## config.mk

```make
export PLATFORM = sky130hd
export DESIGN_NAME = spd_front
export DESIGN_NICKNAME = d
export VERILOG_FILES = /design/src/hw/rtl/spd_pkg.sv /design/src/hw/rtl/spd_front.sv
export SDC_FILE = /design/constraint.sdc
export NUM_CORES = 1
export LEC_CHECK = 0
export BUFFER_PORTS_ARGS = -buffer_cell sky130_fd_sc_hd__buf_2
export CAP_MARGIN = 20
export CORE_ASPECT_RATIO = 1.4
export CORE_UTILIZATION = 47
export DETAILED_ROUTE_END_ITERATION = 16
export GPL_ROUTABILITY_DRIVEN = 0
export PLACE_DENSITY = 0.85
export SKIP_LAST_GASP = 1
export SLEW_MARGIN = 30
export SYNTH_ARGS = -nofsm -noshare
export SYNTH_HDL_FRONTEND = slang
export SYNTH_SLANG_ARGS = --single-unit
export TNS_END_PERCENT = 20
```

## constraint.sdc

```tcl
create_clock -name i_clk -period 3.8 [get_ports i_clk]
set_clock_uncertainty 0.2 [all_clocks]
set_input_delay 0.19 -clock i_clk [delete_from_list [all_inputs] [get_ports i_clk]]
set_output_delay 0.19 -clock i_clk [all_outputs]
set_load 0.1 [all_outputs]
```

## src/hw/rtl/spd_pkg.sv

```systemverilog
// Shared types and constants of the slice permutation descrambler.
`timescale 1ns / 1ps
package spd_pkg;

    localparam int unsigned DEF_MAX_CHUNK_BYTES = 2097152;
    localparam int unsigned DEF_SIZE_BITS       = 24;

    localparam int unsigned CFG_BITS    = 24;
    localparam int unsigned WORD_BITS   = 64;
    localparam int unsigned VB_BITS     = 4;
    localparam int unsigned TBL_AW      = 16;
    localparam int unsigned TBL_DEPTH   = 65536;
    localparam int unsigned TAG_BITS    = 16;
    localparam int unsigned SLICE_BYTES = 32;

    localparam logic [31:0] LCG_MUL  = 32'd2109;
    localparam logic [31:0] LCG_INC  = 32'd9273;
    localparam logic [15:0] RAND_OFS = 16'hc000;

    typedef enum logic [7:0] {
        ST_IDLE   = 8'b00000001,
        ST_SHRINK = 8'b00000010,
        ST_RAND   = 8'b00000100,
        ST_PART   = 8'b00001000,
        ST_READ   = 8'b00010000,
        ST_SWAP   = 8'b00100000,
        ST_EMIT   = 8'b01000000,
        ST_CLEAR  = 8'b10000000
    } t_state;

    typedef struct packed {
        logic                 avail;
        logic [WORD_BITS-1:0] word;
    } t_word_q;

endpackage

```

## src/hw/rtl/spd_front.sv

```systemverilog
// Front end: two-entry queue of incoming source words.
`timescale 1ns / 1ps
module spd_front (
    input  logic                         i_clk,
    input  logic                         i_rst_n,
    input  logic                         i_push,
    input  logic [spd_pkg::WORD_BITS-1:0] i_word,
    output logic                         o_full,
    output spd_pkg::t_word_q             o_head,
    input  logic                         i_take
);
    logic [spd_pkg::WORD_BITS-1:0] r_buf [2];
    logic       r_rd, n_rd;
    logic       r_wr, n_wr;
    logic [1:0] r_cnt, n_cnt;
    logic       w_push, w_take;

    assign o_full      = (r_cnt == 2'd2);
    assign w_push      = i_push && !o_full;
    assign w_take      = i_take && (r_cnt != 2'd0);
    assign o_head.avail = (r_cnt != 2'd0);
    assign o_head.word  = r_buf[r_rd];

    always_comb begin
        n_rd  = w_take ? ~r_rd : r_rd;
        n_wr  = w_push ? ~r_wr : r_wr;
        n_cnt = r_cnt + 2'(w_push) - 2'(w_take);
    end

    always_ff @(posedge i_clk) begin
        if (!i_rst_n) begin
            r_rd  <= 1'b0;
            r_wr  <= 1'b0;
            r_cnt <= 2'd0;
        end else begin
            r_rd  <= n_rd;
            r_wr  <= n_wr;
            r_cnt <= n_cnt;
        end
        if (w_push) begin
            r_buf[r_wr] <= i_word;
        end
    end
endmodule

```

# Word level (Yosys, flattened, before mapping)
# Memory sizes are Yosys's and may differ from the RTL's. A register that Yosys moved wholly into a read port is not among the register bits.
# Index checks and enable logic that the tools add are counted.
# Widths: inputs -> output; s select.
# word_totals
register_bits	4
ram_bits	128
inputBits	68
out_inout_bits	66
wordCells	17
memories	1
# classes
n_addsub	2
eq_ne	1
n_mux	4
bitwise	2
n_reduce_logical	4
# mem_list
name	depth	word_bits	read_ports	rd_ports_with_merged_regs	write_ports	line_no	source
r_buf	2	64	1	1	1	spd_front.sv:12	logic [spd_pkg::WORD_BITS-1:0] r_buf [2];
# op_table
op	count
$mux 1	4
$add 2x1->2	1
$eq 2x2->1 const B	1
$logic_and 1x1->1	2
$not 1->1	2
$reduce_bool 2->1	1
$sub 2x1->2	1
$logic_not 1->1	1

# Longest topological paths before layout
# logic_depth
word_depth	5
depth_mapped	8

# Least setup slack after synthesis
# OpenSTA, ideal clock, no wires.
# synth_path
path_kind	reg2reg
from	register r_cnt[0]
to	memory r_buf[0][0] (netlist name), enable pin
t_arrival_ns	3.256
required_time_ns	3.114
setup_slack_ns	-0.142
stages_incl_launch_ff	4
path_buffers	0
path_cell_list	dfxtp_1 -> nand2b_1 -> nand2_1 -> nor2_1
# synth_between
elab_chain_len	5
# synth_rtl
element	line_no	source
from (decl)	spd_front.sv:15	logic [1:0] r_cnt, n_cnt;
from (signal assigned)	spd_front.sv:38	r_cnt <= n_cnt;
$eq 2x2->1	spd_front.sv:18	assign o_full = (r_cnt == 2'd2);
$logic_not 1->1	spd_front.sv:19	assign w_push = i_push && !o_full;
$logic_and 1x1->1	spd_front.sv:19	
$mux 1	spd_front.sv:40	if (w_push) begin
$mux 1 (not written as such)	spd_front.sv:41	r_buf[r_wr] <= i_word;
to (decl)	spd_front.sv:12	
# No other way between the ends.

==> key figures <==
Clock network
  – Worst-path clk slew: 50 ps
  – H-tree Lvls: 4
  – CTS sink cnt: between 100 and 150
  – Post-CTS sizing: 0
  – CTS max path bufs: 2
  – Setup repair bufs after CTS: 0
  – CTS Hold Buffers Added: 66
  – CTS buffer count: 17
  – Clk Latency, worst-skew pair: about 410 ps
  – Clock tree from TritonCTS: yes
  – Clock root buffer: clkbuf_16

Drt
  – First-pass DRT Iterations: 4
  – Final antenna-violating net count: 0
  – Vias per Instance: ~4.7
  – DRC viols: 0
  – Vias post-DR: roughly 2800
  – Final wirelength: 9460 um
  – DRT iter0 DRCs: between 100 and 150
  – DR WL/cell: 16.0 um

Setup path
  – RR Endpoint: r_buf[0][24]
  – R2r worst-path depth: 4
  – Flop-to-flop setup slack: 1570 ps
  – Critical Path RT: 3410 ps
  – R2R Path Start: r_cnt[0]
  – Worst EP arrival: 2150 ps
  – Crit-path max FO: 33
  – Critical Path Sink: o_head[1]
  – Critical Path Start Type: register
  – Crit. End Element: output pin
  – CP Class: register to output pin

STA
  – Post-route setup slack: 1260 ps
  – RSZ-0062 raised after global routing: no
  – Final setup violation count: 0
  – Actual slew at the worst max-slew pin: 910 ps
  – Max frequency: 0.393 GHz
  – Slew Limit Headroom: 39.2%
  – Final Hold Fails: 0
  – Fin crit share: roughly 67%
  – Fin. max-slew vios: 0
  – Setup TNS: 0 ps
  – Shortest period the worst path allows: between 2000 and 3000 ps

Cells and area
  – Final core occ: between 60% and 70%
  – Area Growth Syn to Fin: 38.1%
  – Number of diodes: 0
  – Share of cells above drive strength 1: 50.9%
  – Nets: 509
  – Non-filler instance count after layout: 590

Synthesis
  – Post-synth top area cell: edfxtp_1
  – Post-Synth Adder-Cell Area: less than 1%
  – Most frequent cell after synthesis: edfxtp_1
  – Register area share after synthesis: between 70% and 80%
  – Net Count, Synth: 295
  – Ys Warns: 0
  – Average cell area after synthesis: between 20 and 25 um2
  – Synth Flop Type: edfxtp_1
  – Yosys reg bits: 133
  – Largest family of logic cells by synthesized area: multiplexers
  – Asr flop ratio synth: 0%
  – Largest cells by area after synthesis: edfxtp_1, mux2_4, buf_12
  – Post-Synth Simple-Gate Area: 1.04%
  – Cells after Synth: about 230
  – Complex-gate fraction of the synthesized area: 0.146%
  – XOR/XNOR Fraction of Synth Area: 0.510%
  – Mux cell area share after synthesis: 18.5%
  – Synth Cell Area: about 5200 um2
  – Top cell type's share of synthesized area: 74.6%
  – Unique masters post-synth: 18
  – Synth top cells by count: edfxtp_1, mux2_4, buf_12
  – Number of synthesized flops with an enable pin: 128

Place
  – Placed Cells: 492
  – DP Wirelength: 5620 um
  – Port Buffers: 133
  – Setup WS pre-CTS: 1540 ps

Power and ir drop
  – Peak VDD IR: about 0.76 mV
  – Leak Pwr: 2.85 nW
  – Power density over the cells: between 800 and 900 nW/um2

Global routing
  – Antenna violations before repair: 0
  – Vias in the first global route: 2959
  – First-pass GRT wire length: roughly 14000 um
  – Total track usage: between 15 and 20%
  – Largest net degree at the start of global routing: 65
  – Total gr overflow: 0

Die
  – # IOs: 134
  – Rows: 44
  – Initial Utilization: around 49%
  – Horiz. Die Dim: a little over 90 um
  – Die Ht: roughly 130 um
  – Die area: about 11000 um2
  – Core area: 10500 um2

Run
  – MaxCap Viol Count: 0

Min path
  – Type of the worst min-delay path: input port to register

Outcome
  – Status: complete, no violations
-- stage by stage --
stage	hold WS (ps)	power, mW	cell area (um2)
finish	15.7	5.96	7120
global route	62.4	6.13	7120
CTS	9.58	5.99	7120
detailed placement	181	4.50	5930
global placement	178	4.46	5900
floorplan	88.9	4.25	5160
-- cells in the final DEF, fill, tap and decap left out, drive strengths merged --
cell         count
clkinvlp         2
mux2            64
xnor2            2
mux2i            1
and3             1
inv              3
nand2            2
edfxtp         128
dfxtp            5
or2              1
nor2             4
o21a             1
nand2b           2
clkbuf          21
ha               2
dlygate4sd3     66
clkinv           8
xor2             1
bufinv           1
and2             1
buf            136
-- worst max-delay path, stage by stage, from the launching register on --
cell,delay (ps)
dfxtp_4,740
buf_16,310
mux2_2,370
buf_2,290
-- metal layers --
| metal | GRT usage [%] | routed length, um | up-vias |
|---|---|---|---|
| met5 | 0 | 0 | - |
| met1 | 17.2 | 3430 | 1380 |
| met2 | 32.2 | 5440 | 85 |
| met4 | 8.82 | 187 | 0 |
| li1 | - | - | 1312 |
| met3 | 5.62 | 395 | 16 |
-- state kept, by name (all words and copies together), names as in the netlist, named ones only --
name   flops
r_buf    128
r_cnt      2
r_rd       1
r_wr       1
-- area by class of cell --
type                            instances  area (um2)
Clock buffer                           21         440
Timing Repair Buffer                  202        1380
Clock inverter                         11        86.3
Tap cell                              138         173
Inverter                                3        11.3
Sequential cell                       133        3950
Fill cell                             709        3400
Multi-Input combinational cell         82        1080
-- power breakdown --
group          switching, mW  internal [mW]  leakage (nW)  total (mW)
clock                  0.549          0.887         0.255        1.44
sequential             0.119           1.85          1.24        1.97
combinational           1.95          0.604          1.36        2.55
-- cells by family (layout without fill, tap and decap cells) --
| group | after synthesis | count (layout) |
|---|---|---|
| compound gates | 1 | 1 |
| flops | 133 | 133 |
| fa+ha+maj | 2 | 2 |
| xor+xnor | 3 | 3 |
| simple gates | 11 | 11 |
| buf+inv | 10 | 237 |
| mux | 65 | 65 |
-- worst min-delay path by stage --
stage | start | to | cells past startpoint
6_report | i_take | register | 4
5_1_grt | i_take | register | 4
4_1_cts | i_take | register | 4
3_5_place_dp | i_word[23] | r_buf[1][23] | 1
3_3_place_gp | i_word[16] | r_buf[1][16] | 1
2_1_floorplan | i_word[0] | r_buf[0][0] | 0
No activity file was read; power rests on OpenSTA's default activity.
